<file path="src/sv/ahfe_pkg.sv">
// Shared types and constants for the ARP header field extractor.
// Used by ahfe_front, ahfe_queue, ahfe_back and arp_header_field_extractor.
// Depends on nothing.
package ahfe_pkg;

    localparam int unsigned CountWidth = 11;
    localparam logic [CountWidth-1:0] CountMax = 11'd2047;
    localparam logic [CountWidth-1:0] FixedLen = 11'd8;
    localparam logic [CountWidth-1:0] Ipv4Len = 11'd4;
    localparam logic [15:0] EthertypeIpv4 = 16'h0800;
    localparam logic [7:0] Ipv4AddrSize = 8'd4;

    localparam logic [CountWidth-1:0] PosHwTypeEnd = 11'd2;
    localparam logic [CountWidth-1:0] PosProtoTypeEnd = 11'd4;
    localparam logic [CountWidth-1:0] PosHwSize = 11'd4;
    localparam logic [CountWidth-1:0] PosProtoSize = 11'd5;
    localparam logic [CountWidth-1:0] PosOpcode = 11'd6;

    localparam int unsigned OutDataWidth = 136;

    typedef struct packed {
        logic [CountWidth-1:0] byte_count;
        logic [15:0]           hw_type;
        logic [15:0]           proto_type;
        logic [7:0]            hw_size;
        logic [7:0]            proto_size;
        logic [15:0]           opcode;
        logic [31:0]           sender_ip;
        logic [31:0]           target_ip;
    } capture_t;

    typedef struct packed {
        logic        parse_status;
        logic        fixed_part_short;
        logic        address_part_short;
        logic [15:0] hw_type;
        logic [15:0] proto_type;
        logic [7:0]  hw_addr_size;
        logic [7:0]  proto_addr_size;
        logic [15:0] op_code;
        logic        has_ipv4_pair;
        logic [31:0] sender_ip;
        logic [31:0] target_ip;
    } result_t;

    typedef struct packed {
        logic full;
        logic empty;
    } queue_status_t;

endpackage

</file>
<file path="src/sv/ahfe_front.sv">
// Front end: accepts packet words, counts bytes and captures header fields.
// On the last word it pushes the raw capture record into the queue.
// Depends on ahfe_pkg.
module ahfe_front
(
    input  logic                clk,
    input  logic                rst_n,
    input  logic                in_valid,
    input  logic [7:0]          in_byte,
    input  logic                in_byte_valid,
    input  logic                in_last,
    output logic                in_ready,
    input  ahfe_pkg::queue_status_t queue_status,
    output logic                push,
    output ahfe_pkg::capture_t  push_rec
);

    ahfe_pkg::capture_t cap_reg;
    ahfe_pkg::capture_t cap_next;
    ahfe_pkg::capture_t upd;
    logic               accept;
    logic [ahfe_pkg::CountWidth-1:0] pos;
    logic [ahfe_pkg::CountWidth-1:0] declared;
    logic [ahfe_pkg::CountWidth-1:0] s_off;
    logic [ahfe_pkg::CountWidth-1:0] t_off;

    assign in_ready = !queue_status.full;
    assign accept   = in_valid && in_ready;
    assign pos      = cap_reg.byte_count;

    assign declared = ahfe_pkg::FixedLen
                    + {2'b0, cap_reg.hw_size, 1'b0}
                    + {2'b0, cap_reg.proto_size, 1'b0};
    assign s_off    = ahfe_pkg::FixedLen + {3'b0, cap_reg.hw_size};
    assign t_off    = ahfe_pkg::FixedLen + {2'b0, cap_reg.hw_size, 1'b0}
                    + {3'b0, cap_reg.proto_size};

    always_comb
    begin
        upd = cap_reg;
        priority if (pos < ahfe_pkg::PosHwTypeEnd)
        begin
            upd.hw_type = {cap_reg.hw_type[7:0], in_byte};
        end
        else if (pos < ahfe_pkg::PosProtoTypeEnd)
        begin
            upd.proto_type = {cap_reg.proto_type[7:0], in_byte};
        end
        else if (pos == ahfe_pkg::PosHwSize)
        begin
            upd.hw_size = in_byte;
        end
        else if (pos == ahfe_pkg::PosProtoSize)
        begin
            upd.proto_size = in_byte;
        end
        else if (pos < ahfe_pkg::FixedLen)
        begin
            upd.opcode = {cap_reg.opcode[7:0], in_byte};
        end
        else
        begin
            if (pos < declared)
            begin
                if (pos >= s_off && pos < s_off + ahfe_pkg::Ipv4Len)
                begin
                    upd.sender_ip = {cap_reg.sender_ip[23:0], in_byte};
                end
                if (pos >= t_off && pos < t_off + ahfe_pkg::Ipv4Len)
                begin
                    upd.target_ip = {cap_reg.target_ip[23:0], in_byte};
                end
            end
        end
        if (pos < ahfe_pkg::CountMax)
        begin
            upd.byte_count = pos + 11'd1;
        end
    end

    always_comb
    begin
        push_rec = in_byte_valid ? upd : cap_reg;
        push     = accept && in_last;
        cap_next = cap_reg;
        if (accept)
        begin
            cap_next = in_last ? '0 : push_rec;
        end
    end

    always_ff @(posedge clk or negedge rst_n)
    begin
        if (!rst_n)
        begin
            cap_reg <= '0;
        end
        else
        begin
            cap_reg <= cap_next;
        end
    end

endmodule

</file>
<file path="src/sv/ahfe_queue.sv">
// Short queue of capture records between the front and back ends.
// Depth is set by DEPTH (at least 2).
// Depends on ahfe_pkg.
module ahfe_queue
#(
    parameter int unsigned DEPTH = 2
)
(
    input  logic                    clk,
    input  logic                    rst_n,
    input  logic                    push,
    input  ahfe_pkg::capture_t      push_rec,
    input  logic                    pop,
    output ahfe_pkg::capture_t      head_rec,
    output ahfe_pkg::queue_status_t status
);

    localparam int unsigned AW = (DEPTH > 1) ? $clog2(DEPTH) : 1;
    localparam int unsigned CW = $clog2(DEPTH + 1);

    ahfe_pkg::capture_t store [DEPTH];
    logic [AW-1:0] wr_ptr_reg;
    logic [AW-1:0] wr_ptr_next;
    logic [AW-1:0] rd_ptr_reg;
    logic [AW-1:0] rd_ptr_next;
    logic [CW-1:0] count_reg;
    logic [CW-1:0] count_next;
    logic          do_push;
    logic          do_pop;

    assign status.full  = (count_reg == CW'(DEPTH));
    assign status.empty = (count_reg == '0);
    assign do_push      = push && !status.full;
    assign do_pop       = pop && !status.empty;
    assign head_rec     = store[rd_ptr_reg];

    always_comb
    begin
        wr_ptr_next = wr_ptr_reg;
        rd_ptr_next = rd_ptr_reg;
        count_next  = count_reg;
        if (do_push)
        begin
            wr_ptr_next = (wr_ptr_reg == AW'(DEPTH - 1)) ? '0 : wr_ptr_reg + AW'(1);
        end
        if (do_pop)
        begin
            rd_ptr_next = (rd_ptr_reg == AW'(DEPTH - 1)) ? '0 : rd_ptr_reg + AW'(1);
        end
        unique case ({do_push, do_pop})
            2'b10:   count_next = count_reg + CW'(1);
            2'b01:   count_next = count_reg - CW'(1);
            default: count_next = count_reg;
        endcase
    end

    always_ff @(posedge clk)
    begin
        if (do_push)
        begin
            store[wr_ptr_reg] <= push_rec;
        end
    end

    always_ff @(posedge clk or negedge rst_n)
    begin
        if (!rst_n)
        begin
            wr_ptr_reg <= '0;
            rd_ptr_reg <= '0;
            count_reg  <= '0;
        end
        else
        begin
            wr_ptr_reg <= wr_ptr_next;
            rd_ptr_reg <= rd_ptr_next;
            count_reg  <= count_next;
        end
    end

endmodule

</file>
<file path="src/sv/ahfe_back.sv">
// Back end: classifies the queued capture record and holds it in the output register.
// Loads a new result whenever a record is queued and the output register is empty or being taken.
// Depends on ahfe_pkg.
module ahfe_back
(
    input  logic                    clk,
    input  logic                    rst_n,
    input  ahfe_pkg::capture_t      head_rec,
    input  ahfe_pkg::queue_status_t queue_status,
    output logic                    pop,
    output logic                    out_valid,
    input  logic                    out_ready,
    output ahfe_pkg::result_t       result
);

    logic                            out_valid_reg;
    logic                            out_valid_next;
    ahfe_pkg::result_t               result_reg;
    ahfe_pkg::result_t               result_next;
    logic [ahfe_pkg::CountWidth-1:0] n;
    logic [ahfe_pkg::CountWidth-1:0] declared;
    logic                            fshort;
    logic                            ashort;
    logic                            ipv4;

    assign n        = head_rec.byte_count;
    assign declared = ahfe_pkg::FixedLen
                    + {2'b0, head_rec.hw_size, 1'b0}
                    + {2'b0, head_rec.proto_size, 1'b0};
    assign fshort   = n < ahfe_pkg::FixedLen;
    assign ashort   = !fshort && n < declared;
    assign ipv4     = !fshort && !ashort
                    && head_rec.proto_type == ahfe_pkg::EthertypeIpv4
                    && head_rec.proto_size == ahfe_pkg::Ipv4AddrSize;

    assign pop       = !queue_status.empty && (!out_valid_reg || out_ready);
    assign out_valid = out_valid_reg;
    assign result    = result_reg;

    always_comb
    begin
        result_next.parse_status       = fshort || ashort;
        result_next.fixed_part_short   = fshort;
        result_next.address_part_short = ashort;
        result_next.hw_type    = (n >= ahfe_pkg::PosHwTypeEnd) ? head_rec.hw_type : '0;
        result_next.proto_type = (n >= ahfe_pkg::PosProtoTypeEnd) ? head_rec.proto_type : '0;
        result_next.hw_addr_size = (n > ahfe_pkg::PosHwSize) ? head_rec.hw_size : '0;
        result_next.proto_addr_size = (n > ahfe_pkg::PosProtoSize) ? head_rec.proto_size : '0;
        result_next.op_code       = fshort ? '0 : head_rec.opcode;
        result_next.has_ipv4_pair = ipv4;
        result_next.sender_ip     = ipv4 ? head_rec.sender_ip : '0;
        result_next.target_ip     = ipv4 ? head_rec.target_ip : '0;

        out_valid_next = out_valid_reg;
        if (pop)
        begin
            out_valid_next = 1'b1;
        end
        else if (out_ready)
        begin
            out_valid_next = 1'b0;
        end
    end

    always_ff @(posedge clk)
    begin
        if (pop)
        begin
            result_reg <= result_next;
        end
    end

    always_ff @(posedge clk or negedge rst_n)
    begin
        if (!rst_n)
        begin
            out_valid_reg <= 1'b0;
        end
        else
        begin
            out_valid_reg <= out_valid_next;
        end
    end

endmodule

</file>
<file path="src/sv/arp_header_field_extractor.sv">
// Channel   Dir  Words                          Signals
// s_axis    in   one packet byte per word       s_tvalid s_tready s_tdata s_tuser s_tlast
// m_axis    out  one parse result per packet    m_tvalid m_tready m_tdata
//
// Takes one word per cycle while s_tready is high; byte capture is a single register update.
// When the last word is taken, its record enters the queue, then moves to the output register.
// Reset clears the byte counter, the captured fields, the queue and the output valid flag.
// s_tready falls only while the QUEUE_DEPTH-entry record queue is full.
// Top level of the ARP header field extractor; instantiates ahfe_front, ahfe_queue, ahfe_back.
// Depends on ahfe_pkg.
module arp_header_field_extractor
#(
    parameter int unsigned QUEUE_DEPTH = 2
)
(
    input  logic                              clk,
    input  logic                              rst_n,
    input  logic                              s_tvalid,
    output logic                              s_tready,
    input  logic [7:0]                        s_tdata,  // data_byte
    input  logic                              s_tuser,  // byte_valid
    input  logic                              s_tlast,  // last_byte
    output logic                              m_tvalid,
    input  logic                              m_tready,
    // parse_status, fixed_part_short, address_part_short, hw_type, proto_type,
    // hw_addr_size, proto_addr_size, op_code, has_ipv4_pair, sender_ip, target_ip, zero pad
    output logic [ahfe_pkg::OutDataWidth-1:0] m_tdata
);

    ahfe_pkg::queue_status_t queue_status;
    ahfe_pkg::capture_t      push_rec;
    ahfe_pkg::capture_t      head_rec;
    ahfe_pkg::result_t       result;
    logic                    push;
    logic                    pop;

    ahfe_front u_front
    (
        .clk          (clk),
        .rst_n        (rst_n),
        .in_valid     (s_tvalid),
        .in_byte      (s_tdata),
        .in_byte_valid(s_tuser),
        .in_last      (s_tlast),
        .in_ready     (s_tready),
        .queue_status (queue_status),
        .push         (push),
        .push_rec     (push_rec)
    );

    ahfe_queue #(
        .DEPTH(QUEUE_DEPTH)
    ) u_queue
    (
        .clk      (clk),
        .rst_n    (rst_n),
        .push     (push),
        .push_rec (push_rec),
        .pop      (pop),
        .head_rec (head_rec),
        .status   (queue_status)
    );

    ahfe_back u_back
    (
        .clk          (clk),
        .rst_n        (rst_n),
        .head_rec     (head_rec),
        .queue_status (queue_status),
        .pop          (pop),
        .out_valid    (m_tvalid),
        .out_ready    (m_tready),
        .result       (result)
    );

    assign m_tdata = {4'b0,
                      result.target_ip,
                      result.sender_ip,
                      result.has_ipv4_pair,
                      result.op_code,
                      result.proto_addr_size,
                      result.hw_addr_size,
                      result.proto_type,
                      result.hw_type,
                      result.address_part_short,
                      result.fixed_part_short,
                      result.parse_status};

`ifndef NO_ASSERTIONS
    a_short_exclusive: assert property (@(posedge clk) disable iff (!rst_n)
        m_tvalid |-> !(result.fixed_part_short && result.address_part_short))
        else $error("both truncation flags set");

    a_status_matches: assert property (@(posedge clk) disable iff (!rst_n)
        m_tvalid |-> (result.parse_status
                      == (result.fixed_part_short || result.address_part_short)))
        else $error("parse status disagrees with truncation flags");

    a_ipv4_complete: assert property (@(posedge clk) disable iff (!rst_n)
        (m_tvalid && result.has_ipv4_pair) |-> !result.parse_status)
        else $error("address pair reported on a truncated packet");

    a_ready_when_empty: assert property (@(posedge clk) disable iff (!rst_n)
        queue_status.empty |-> s_tready)
        else $error("input stalled with an empty queue");
`endif

endmodule

</file>
<file path="config.mk">
export PLATFORM = sky130hd
export DESIGN_NAME = arp_header_field_extractor
export DESIGN_NICKNAME = d
export VERILOG_FILES = /design/src/sv/ahfe_pkg.sv /design/src/sv/ahfe_front.sv /design/src/sv/ahfe_queue.sv /design/src/sv/ahfe_back.sv /design/src/sv/arp_header_field_extractor.sv
export SDC_FILE = /design/constraint.sdc
export NUM_CORES = 1
export LEC_CHECK = 0
export BUFFER_PORTS_ARGS = -buffer_cell sky130_fd_sc_hd__buf_4
export CAP_MARGIN = 20
export CORE_MARGIN = 2
export CORE_UTILIZATION = 50
export DETAILED_ROUTE_END_ITERATION = 10
export GPL_TIMING_DRIVEN = 0
export HOLD_SLACK_MARGIN = 0.05
export PLACE_DENSITY = 0.67
export RECOVER_POWER = 50
export SYNTH_ARGS = -nofsm -noshare
export SYNTH_HDL_FRONTEND = slang
export SYNTH_SLANG_ARGS = --single-unit
</file>
<file path="constraint.sdc">
create_clock -name clk -period 19.45 [get_ports clk]
set_input_delay 1.945 -clock clk [delete_from_list [all_inputs] [get_ports clk]]
set_output_delay 1.945 -clock clk [all_outputs]
set_load 0.05 [all_outputs]
</file>
# Word-level counts from Yosys, hierarchy flattened
# Memory sizes are Yosys's and may differ from the RTL's.
# Index checks and enable logic that the tools add are counted.
# op_classes
n_addsub,13
magnitude_cmp,15
n_eq_ne,7
n_mux,23
n_reduce_logical,21
# op_table
cell,count
139-bit two-way mux,2
64-bit two-way mux,2
112-bit two-way mux,1
96-bit two-way mux,1
88-bit two-way mux,1
80-bit two-way mux,1
32-bit two-way mux,2
16-bit two-way mux,3
11-bit less-than comparator,4
"11-bit by 3-bit adder with 11-bit output, second input constant",2
11-bit by 9-bit adder with 11-bit output,2
"11-bit by 3-bit equality test with 1-bit output, second input constant",2
11-bit >= comparator,2
"11-bit by 3-bit > comparator with 1-bit output, second input constant",2
"11-bit by 4-bit less-than comparator with 1-bit output, second input constant",2
"4-bit by 9-bit adder with 10-bit output, first input constant",2
"16-bit by 12-bit equality test with 1-bit output, second input constant",1
8-bit two-way mux,2
"11-bit by 1-bit adder with 11-bit output, second input constant",1
11-bit by 8-bit adder with 11-bit output,1
"11-bit by 2-bit >= comparator with 1-bit output, second input constant",1
"11-bit by 3-bit >= comparator with 1-bit output, second input constant",1
1-bit logical AND,11
"11-bit less-than comparator, second input constant",1
other kinds (16),29
# totals
ff_bits,276
ram_bits,278
inputBits,14
output_inout_bits,138
word_cells,103
mem_count,1
# memory_table
name,words,width,read_ports,rd_clocked_by_memory_dff,wr,line,text
u_queue.store,2,139,1,0,1,ahfe_queue.sv:21,ahfe_pkg::capture_t store [DEPTH];

# Longest topological paths before layout
# Gate-level depths: netlist (run 1).
# logic_depth
word_depth,14
mapped_depth,23
depth_no_buf,18

# Modules after synthesis
# A second synthesis (run 1) with hierarchy kept.
# hier_totals
cells_unflattened,2028
hier_area_um2,26773.2
# by_module_without_submodules
module,instances,cells_each,area_each_um2,seq_area_each_um2
ahfe_queue,1,451,10641.5,8448.1
ahfe_front,1,1189,10401.2,3478.3
ahfe_back,1,383,5696.7,3988.8
arp_header_field_extractor,1,5,33.8,0.0

# Worst setup path before layout (run 1)
# No wires, ideal clock.
# synth_path
path_type,input to register
startpoint,input port m_tready
endpoint,register u_queue.count_reg[1]
setup_ns,0.079
arrival_ns,9.752
t_required_ns,19.371
path_slack_ns,9.619
stages,5
n_path_buf,0
path_cell_list,inv_1 a21oi_1 ha_1 nor2_1 xor2_1
# synth_via
elab_chain_cells,5
# synth_lines
item,line,text
from (decl),arp_header_field_extractor.sv:24,"input logic m_tready,"
1-bit logical OR *,ahfe_back.sv:36,assign pop = !queue_status.empty && (!out_valid_reg || out_ready);
1-bit logical AND *,ahfe_back.sv:36,
named net pop,arp_header_field_extractor.sv:35,logic pop;
1-bit logical AND *,ahfe_queue.sv:34,assign do_pop = pop && !status.empty;
2-bit by 1-bit equality test with 1-bit output / 2-bit equality test (equally long branches),ahfe_queue.sv:50,"unique case ({do_push, do_pop})"
2-bit case mux with 2 select lines / 2-bit nonzero test (equally long branches),n/a,
to (signal assigned),ahfe_queue.sv:77,count_reg <= count_next;
to (decl),ahfe_queue.sv:26,logic [CW-1:0] count_reg;
# Mark *: on every way through the listed nets, which the timed path passes. The rest lies on a longest branch.
# A chain may end at the register's enable or synchronous reset.

==> results of run 1 <==
## layer usage
layer | wire, µm | global-route usage
met1 | 29220 | 0.3439
met2 | 30440 | 0.3836
met3 | 4348 | 0.04142
met4 | 1460 | 0.06529
met5 | 0 | 0
## power groups by stage
stage	Clock, mW	Combinational (mW)	Sequential (mW)
6_report	1.09	2.08	1.93
5_1_grt	1.15	2.26	1.96
4_1_cts	1.10	2.19	1.92
3_5_place_dp	0	2.17	1.94
3_3_place_gp	0	2.09	1.99
2_1_floorplan	0	1.22	2.27
## cell families after synthesis
| logic type | count (synthesis) |
|---|---|
| compound gates | 381 |
| fa+ha+maj | 91 |
| other cells | 2 |
| buf+inv | 210 |
| xor+xnor | 47 |
| mux | 235 |
| flops | 554 |
| simple gates | 531 |
## Yosys cell counts, types with 4 or more instances
| cell type | number |
|---|---|
| edfxtp_1 | 410 |
| dfrtp_1 | 144 |
| o21ai_0 | 131 |
| mux2i_1 | 122 |
| nand2_1 | 117 |
| mux2_2 | 113 |
| nor3_1 | 106 |
| clkbuf_1 | 105 |
| nor2_1 | 91 |
| ha_1 | 88 |
| nand3_1 | 82 |
| a22oi_1 | 62 |
| inv_1 | 58 |
| a21oi_1 | 41 |
| a221o_1 | 34 |
| and3_1 | 31 |
| buf_2 | 29 |
| nor2b_1 | 27 |
| xnor2_1 | 26 |
| xor2_1 | 21 |
| nor4_1 | 20 |
| and2_1 | 18 |
| o211a_1 | 17 |
| a311o_1 | 14 |
| o21a_1 | 11 |
| a21o_1 | 9 |
| o311ai_0 | 8 |
| o311ai_1 | 8 |
| buf_1 | 7 |
| nand4_1 | 7 |
| nand2b_1 | 6 |
| a211oi_1 | 5 |
| a21boi_0 | 5 |
| a22o_1 | 5 |
| buf_4 | 5 |
| buf_6 | 5 |
| o211ai_1 | 5 |
| o21bai_1 | 5 |
| and4_1 | 4 |
| o21ai_1 | 4 |
## final timing paths
check / start / to / slack (ns) / cells after the start
min reg2reg: u_front.cap_reg[123] / u_front.cap_reg[123] / 0.51 / 2
max: rst_n / u_front.cap_reg[64] / 10.89 / 2
max reg2reg: u_queue.rd_ptr_reg / u_back.result[15] / 11.59 / 23
max in group clk: u_queue.rd_ptr_reg / u_back.result[15] / 11.59 / 23
min in group asynchronous: rst_n / u_front.cap_reg[25] / 2.42 / 1
min: u_front.cap_reg[123] / u_front.cap_reg[123] / 0.51 / 2
## tightest hold or removal path, cell delays in order (launching register included)
cell and delay, ns:
dfrtp_1 0.36, nand2_1 0.05, o21ai_0 0.06
## area by class of cell
cell class                      count  share of cell area
Clock inverter                     39             0.01354
Inverter                           59            0.007488
Sequential cell                   554              0.5381
Clock buffer                       67             0.04949
Timing Repair Buffer              156             0.02487
Buffer                            151             0.02191
Multi-Input combinational cell   1290              0.3158
Tap cell                          680             0.02877
==> impl_metrics.tcl, run 1 <==
set metrics [dict create \
    setup_viol 0 \
    p_int_mw 3.022 \
    wl_mm 65.47 \
    cts_tree "done" \
    drc 0 \
    seq_area_mm2 0.01592 \
    dp.cells 2890 \
    synth_area_mm2 0.02612 \
    leakagePower_nw 11.36 \
    final_common_cell "edfxtp_1" \
    dpl_cell_area_mm2 0.02834 \
    synth_edf_count 410 \
    syn_inst 2051 \
    clock_latency_ns 0.61 \
    cp.arrival_ns 8.06 \
    synth_area_per_cell_um2 12.73 \
    die_h_um 232.6 \
    drt_iter0_drc 1781 \
    fillers 4277 \
    grt_max_degree 92 \
    pre_cts_ws_ns 12.10 \
    p_sw_mw 2.067 \
    slew_headroom -2.420 \
    post_cts_buffers 0 \
    yosys_warnings 0 \
    hold_viol_final 0 \
    synth_area_leaders "edfxtp_1, dfrtp_1, mux2_2, mux2i_1, ha_1" \
    io_pins 152 \
    crit_type "in2async" \
    cts_hold_buffers 0 \
    syn2layout_area_growth_pct 13.24 \
    finalSetupTns_ns 0 \
    vias 17710 \
    timing.final.crit_period_ns 8.562 \
    setup_ws_ns 10.89 \
    worst_slew_pin_slew_ns 5.130 \
    synthDistinctLibCells 70 \
    skew_ns 0.02454 \
    grt_pass1_wl_mm 99.66 \
    violations "capacitance limit, slew limit" \
    synth_xor_area_frac 0.01576 \
    cp_top_family "buffers and inverters" \
    seq_power_share 0.379 \
    fp.coreArea_mm2 0.05151 \
    drive_gt1_frac 0.09283 \
    grt_pass1_vias 17186 \
    rsz0062_at_grt "false" \
    vias_per_cell 5.911 \
    cp_slowest_cell "clkbuf_1" \
    ys_ff_latch 554 \
    ctsHtreeMaxLevel 2 \
    cp_slowest_stage_delay_ns 3.72 \
    powerDensity_mw_per_mm2 172.1 \
    grt_use_total 0.2413 \
    first_pass_iters 6 \
    clockRootBuffer "clkbuf_16" \
    ir_drop_mv 0.07948 \
    antennaDiodeCount 0 \
    yosys.area.top_type "edfxtp_1" \
    end_kind "asynchronous set/reset pin" \
    min_path_type "reg2reg" \
    path_clk_slew_ns 0.06 \
    synthFlopType "edfxtp_1" \
    status "finished with violations" \
    fin_cells 2996 \
    layout_common_cells "edfxtp_1, clkbuf_1, dfrtp_1" \
    synth_compound_area_frac 0.1002 \
    fp.dieW_um 232.6 \
    synthArstFlopShare 0.2599 \
    cp.buffers_inverters 2 \
    switching_share 0.4061 \
    start_util 0.5071 \
    combPwrFrac 0.408 \
    cts_resized 0 \
    clock_path_buffers 3 \
    fin_util 0.5742 \
    antenna_found_initial 1 \
    synth_top_family_by_area "simple AND/OR/NAND/NOR gates" \
    finalPower_mw 5.089 \
    crit_top_cell "clkbuf_1" \
    dieArea_mm2 0.05408 \
    numPortBuffers 145 \
    cap_violations 9 \
    gp_congestion 0.9028 \
    cp_max_fo 91 \
    placementRows 83 \
    post_synth_and_or_nand_nor_area_fraction 0.1008 \
    antenna_left 0 \
    crit_chain "clkbuf_1 > clkbuf_1" \
    final_cell_area_mm2 0.02958 \
    synthMuxAreaShare 0.09547 \
    final_nets 2373 \
    largest_register_ffs 278 \
    place_hpwl_mm 46.03 \
    pwr-share-clk 0.213 \
    fmax_mhz 116.8 \
    cts_buffers 56 \
    synthAdderAreaFrac 0.04446 \
    holdWs_ns 0.5053 \
    crit_path_start_kind "input port" \
    timing.final.max_slew_violations 302 \
    cts_sinks 554 \
    overflow 0 \
    multiInputGateArea_mm2 0.009341 \
    period_share 0.4402 \
    synth-seq-area-share 0.6093 \
    synth_top_area_frac 0.4714 \
    wl_per_cell_um 21.85 \
    crit_required_ns 18.94 \
]
Power figures use the tool's default switching activity.
==> run 2: changes to the inputs <==
--- a/config.mk
+++ b/config.mk
@@ -5,6 +5,7 @@
 export SDC_FILE = /design/constraint.sdc
 export NUM_CORES = 1
 export LEC_CHECK = 0
+export ABC_AREA = 1
 export BUFFER_PORTS_ARGS = -buffer_cell sky130_fd_sc_hd__buf_4
 export CAP_MARGIN = 20
 export CORE_MARGIN = 2
@@ -12,7 +13,7 @@
 export DETAILED_ROUTE_END_ITERATION = 10
 export GPL_TIMING_DRIVEN = 0
 export HOLD_SLACK_MARGIN = 0.05
-export PLACE_DENSITY = 0.67
+export PLACE_DENSITY = 0.68
 export RECOVER_POWER = 50
 export SYNTH_ARGS = -nofsm -noshare
 export SYNTH_HDL_FRONTEND = slang
==> constraint.sdc (replaced) <==
create_clock -name clk -period 8.39 [get_ports clk]
set_input_delay 0.839 -clock clk [delete_from_list [all_inputs] [get_ports clk]]
set_output_delay 0.839 -clock clk [all_outputs]
set_load 0.05 [all_outputs]
==> run 2 against run 1 <==
The run still ends with capacitance limit, slew limit left. Sequential power increased by 100%. Largest power group is now registers. Area after synthesis decreased by 2.6%. Highest routed layer unchanged. Non-clock buffer count decreased by 40.
==> impl_metrics.tcl, run 2 <==
set metrics [dict create \
    setup_viol 0 \
    setup_ws_ns 1.136 \
    numPortBuffers 147 \
    ys_ff_latch 554 \
    timing.final.max_slew_violations 196 \
    ir_drop_mv 0.2595 \
    synthArstFlopShare 0.2599 \
    period_share 0.8646 \
    cts_hold_buffers 0 \
    final_common_cell "nand2_1" \
    grt_pass1_vias 17237 \
    wl_mm 60.15 \
    min_path_cells 2 \
    holdPathEnd "u_front.cap_reg[16]" \
    ff2ff_path_depth 26 \
    synth_area_leaders "edfxtp_1, dfrtp_1, nand2_1, inv_1, ha_1" \
    end_kind "register" \
    synth_area_per_cell_um2 10.29 \
    place_hpwl_mm 43.21 \
    fin_util 0.5771 \
    slew_headroom -1.125 \
    antennaDiodeCount 0 \
    skew_ns 0.02760 \
    synthFlopType "edfxtp_1" \
    ctsHtreeMaxLevel 2 \
    dieArea_mm2 0.05269 \
    antenna_found_initial 0 \
    path_clk_slew_ns 0.06 \
    fp.coreArea_mm2 0.05017 \
    yosys.area.top_type "edfxtp_1" \
    antenna_left 0 \
    clockRootBuffer "clkbuf_16" \
    startpoint "u_queue.rd_ptr_reg" \
    crit_required_ns 8.76 \
    grt_use_total 0.2280 \
    post_cts_buffers 0 \
    r2r_setup_slack_ns 1.14 \
    fmax_mhz 137.9 \
    min_path_type "reg2reg" \
    grt_max_degree 94 \
    crit_path_start_kind "register" \
    hold_viol_final 0 \
    cp_max_fo 10 \
    start_util 0.5070 \
    grt_pass1_wl_mm 93.48 \
    cp.arrival_ns 7.63 \
    cap_violations 6 \
    cts_resized 0 \
    syn_inst 2472 \
    synth_area_mm2 0.02544 \
    wl_per_cell_um 17.63 \
    yosys_warnings 0 \
    powerDensity_mw_per_mm2 345.9 \
    seq_area_mm2 0.01592 \
    gp_congestion 0.9103 \
    fp.dieW_um 229.6 \
    ys_top_cells_by_count "nand2_1, edfxtp_1, inv_1, dfrtp_1, nand3_1" \
    cts_buffers 55 \
    drt_iter0_drc 1462 \
    timing.final.crit_period_ns 7.254 \
    cts_sinks 554 \
    cts_tree "done" \
    placementRows 82 \
    worst_slew_pin_slew_ns 3.188 \
    drive_gt1_frac 0.06204 \
    vias 17997 \
    synthDistinctLibCells 39 \
    overflow 0 \
    io_pins 152 \
    synth_edf_count 410 \
    fillers 4283 \
    r2r_start "u_queue.rd_ptr_reg" \
    clock_latency_ns 0.61 \
    vias_per_cell 5.275 \
    synth-seq-area-share 0.6257 \
    syn2layout_area_growth_pct 13.82 \
    status "finished with violations" \
    violations "capacitance limit, slew limit" \
    leakagePower_nw 13.11 \
    pre_cts_ws_ns 2.014 \
    hold_start "u_front.cap_reg[16]" \
    final_nets 2799 \
    drc 0 \
    rsz0062_at_grt "false" \
    synth_top_area_frac 0.4840 \
    layout_common_cells "nand2_1, edfxtp_1, inv_1" \
    multiInputGateArea_mm2 0.007731 \
    clock_path_buffers 3 \
    largest_register_ffs 278 \
    rr_endpoint "u_back.result[32]" \
    crit_type "reg2reg" \
    yosysMostFrequentCell "nand2_1" \
    first_pass_iters 5 \
    die_h_um 229.6 \
]
[run 2: cell count changes after synthesis, moves of 47 or more]
cell / change
a21oi_1: +63
a22oi_1: -62
and2_1: +47
inv_1: +285
mux2_2: -113
mux2i_1: -112
nand2_1: +580
nor3_1: -96
o22ai_1: +67
[run 2: cell type report]
| type | instances | share of cell area |
|---|---|---|
| clock inverters | 32 | 0.01059 |
| multi-input cells | 1468 | 0.2670 |
| well taps | 672 | 0.02904 |
| plain buffers | 105 | 0.01690 |
| inverters | 348 | 0.04512 |
| repair buffers | 162 | 0.02952 |
| clock buffers | 71 | 0.05212 |
| flip-flops and latches | 554 | 0.5497 |
[run 2: cells by family after synthesis]
family	after synthesis	share of synthesized area
compound gates	301	0.06719
xor+xnor	47	0.01618
fa+ha+maj	91	0.04565
buf+inv	453	0.07122
flops	554	0.6257
mux	10	0.003935
other cells	2	0.0002952
simple gates	1014	0.1698
[run 2: critical path, stage by stage, from the launching register on]
cell and delay, ns:
dfrtp_1 0.37, clkbuf_1 0.23, inv_1 0.15, clkbuf_1 0.46
clkbuf_1 0.50, clkbuf_1 0.83, buf_2 0.41, nand2_1 0.08
nand2_1 0.17, ha_1 0.26, nand3_1 0.07, nand2_1 0.09
a21o_1 0.18, a21oi_1 0.22, nor2_1 0.06, o21ai_0 0.17
nand2_1 0.11, xnor2_1 0.14, ha_1 0.30, nand2_1 0.07
nor4_1 0.28, o21ai_0 0.17, o2111ai_1 0.24, nand2_1 0.23
nor3_2 0.53, inv_2 0.30, a21oi_1 0.38
[run 2: worst max-delay path by stage]
stage,depth (start not counted),end,slack [ns]
after floorplan,7,u_queue.store[0][0],0.48
after global placement,6,u_queue.store[0][72],-3.87
after detailed placement,26,u_back.result[38],2.01
after CTS,26,u_back.result[38],1.97
after global routing,26,u_back.result[32],0.84
final,26,u_back.result[32],1.14
[run 2: report_power, final]
part           switching [mW]  internal (mW)
clock                    1.03           1.43
combinational            2.82          0.791
sequential              0.184           3.76
total                    4.03           5.98
[run 2: metrics by stage]
| stage | cell area [µm²] | cells | power [mW] | setup TNS [ns] | hold WS (ns) |
|---|---|---|---|---|---|
| finish | 28950 | 3412 | 10.01 | 0 | 0.4790 |
| detailed placement | 27750 | 3309 | 7.921 | 0 | 0.4651 |
| global route | 28950 | 3412 | 10.54 | 0 | 0.5026 |
| global placement | 27400 | 3294 | 7.869 | -1073.10 | 0.4608 |
| floorplan | 25450 | 2475 | 6.723 | 0 | 0.4491 |
| CTS | 29560 | 3412 | 10.39 | 0 | 0.1670 |
[run 2: per-layer routing]
layer	global-route usage	up-vias	wire length, µm
met1	0.3169	8738	26570
met5	0	-	0
met3	0.03947	93	3702
met4	0.06899	0	1629
met2	0.3682	521	28250
li1	-	8645	-
==> run 3: changes to the inputs <==
--- a/config.mk
+++ b/config.mk
@@ -14,7 +14,7 @@
 export GPL_TIMING_DRIVEN = 0
 export HOLD_SLACK_MARGIN = 0.05
 export PLACE_DENSITY = 0.68
-export RECOVER_POWER = 50
+export RECOVER_POWER = 100
 export SYNTH_ARGS = -nofsm -noshare
 export SYNTH_HDL_FRONTEND = slang
 export SYNTH_SLANG_ARGS = --single-unit
==> run 3 against run 2 <==
The flow still finishes with violations (capacitance limit, slew limit). Power shrank 0.39%. Sequential share of layout area is 0.46 points higher. Clock skew grew 0.0017 ns. Worst setup slack worse by 0.024 ns. Clock power about the same. Critical path depth did not move. Sequential cell count did not move. Register-to-register slack got worse by 0.02 ns. Highest routed layer unchanged. Global-route usage stayed put. Utilization shrank 0.48 points. Via count down 0.33%. Critical endpoint unchanged. Hold slack is essentially flat.
==> impl_metrics.tcl, run 3 (synthesis results as in run 2) <==
set metrics [dict create \
    status "finished with violations" \
    violations "capacitance limit, slew limit" \
    grt_max_degree 94 \
    clockRootBuffer "clkbuf_16" \
    post_cts_buffers 0 \
    final_cell_area_mm2 0.02871 \
    largest_register_ffs 278 \
    clock_latency_ns 0.62 \
    setup_viol 0 \
    wl_per_cell_um 17.65 \
    ctsHtreeMaxLevel 2 \
    cp_top_family "buffers and inverters" \
    cp.arrival_ns 7.64 \
    cap_violations 12 \
    timing.final.max_slew_violations 374 \
    timing.final.crit_period_ns 7.278 \
    crit_required_ns 8.75 \
    holdWs_ns 0.4792 \
    cp.buffers_inverters 7 \
    cp_max_fo 10 \
    crit_path_start_kind "register" \
    drive_gt1_frac 0.05073 \
    clock_path_buffers 3 \
    crit_top_cell "nand2_1" \
    fillers 4324 \
    skew_ns 0.02928 \
    dp.cells 3309 \
    drc 0 \
    antennaDiodeCount 0 \
    dieArea_mm2 0.05269 \
    antenna_left 0 \
    fmax_mhz 137.4 \
    fp.dieW_um 229.6 \
    wl_mm 60.22 \
    cts_buffers 55 \
    first_pass_iters 5 \
    fin_util 0.5723 \
    cts_hold_buffers 0 \
    finalSetupTns_ns 0 \
    grt_use_total 0.2280 \
    slew_headroom -1.140 \
    gp_congestion 0.9103 \
    dpl_cell_area_mm2 0.02775 \
    rsz0062_at_grt "false" \
    pre_cts_ws_ns 2.014 \
    path_clk_slew_ns 0.06 \
    io_pins 152 \
    cts_tree "done" \
    period_share 0.8675 \
    die_h_um 229.6 \
    hold_viol_final 0 \
    ir_drop_mv 0.2538 \
    worst_slew_pin_slew_ns 3.211 \
    overflow 0 \
    layout_common_cells "nand2_1, edfxtp_1, inv_1" \
    end_kind "register" \
    grt_pass1_vias 17237 \
    start_util 0.5070 \
    vias 17938 \
    cp_slowest_cell "clkbuf_1" \
    powerDensity_mw_per_mm2 347.4 \
    setup_ws_ns 1.112 \
    cts_resized 0 \
    antenna_found_initial 0 \
    syn2layout_area_growth_pct 12.88 \
    cts_sinks 554 \
    crit_type "reg2reg" \
    cp_slowest_stage_delay_ns 0.81 \
    place_hpwl_mm 43.21 \
    vias_per_cell 5.257 \
    final_common_cell "nand2_1" \
    placementRows 82 \
    multiInputGateArea_mm2 0.007660 \
    seq_area_mm2 0.01592 \
    grt_pass1_wl_mm 93.48 \
    leakagePower_nw 12.96 \
    min_path_type "reg2reg" \
    drt_iter0_drc 1460 \
    finalPower_mw 9.975 \
    final_nets 2799 \
    fin_cells 3412 \
    fp.coreArea_mm2 0.05017 \
    numPortBuffers 147 \
]
[run 3: changes by cell type in the layout (fill, tap and decap cells not counted), sizes merged]
cell | previous run | this run
buf | 52 | 38
clkbuf | 286 | 300
[run 3: where the power goes]
group	internal [mW]	switching, mW	total, mW	leakage (nW)
Sequential	3.77	0.183	3.96	5.93
Clock	1.43	1.03	2.45	0.885
Combinational	0.761	2.81	3.57	6.15
Total	5.96	4.02	9.98	13.0
[run 3: worst min-delay path: stages, from the launching register on]
cell and delay (ns):
dfrtp_1 0.34, nand2_1 0.05, nand2_1 0.05
[run 3: layout make-up]
| cell class | count | share of cell area |
|---|---|---|
| buffer | 105 | 0.01682 |
| clock buffer | 71 | 0.05255 |
| clock inverter | 32 | 0.01068 |
| inverter | 348 | 0.04549 |
| multi-input combinational | 1468 | 0.2668 |
| sequential | 554 | 0.5543 |
| tap | 672 | 0.02928 |
| timing repair buffer | 162 | 0.02414 |
[run 3: layer usage]
layer	GRT usage	up-vias	share of wire
met3	0.03947	95	0.060
met4	0.06899	0	0.028
met1	0.3169	8684	0.44
met5	0	-	0
met2	0.3682	507	0.47
li1	-	8652	-
[run 3: final timing paths]
check,from,to,slack (ns),cells after the start
min,u_front.cap_reg[16],u_front.cap_reg[16],0.48,2
max in group asynchronous,rst_n,u_front.cap_reg[27],5.26,1
max reg2reg,u_queue.rd_ptr_reg,u_back.result[32],1.11,26
max,u_queue.rd_ptr_reg,u_back.result[32],1.11,26
min in group asynchronous,rst_n,u_front.cap_reg[58],1.28,1
min reg2reg,u_front.cap_reg[16],u_front.cap_reg[16],0.48,2
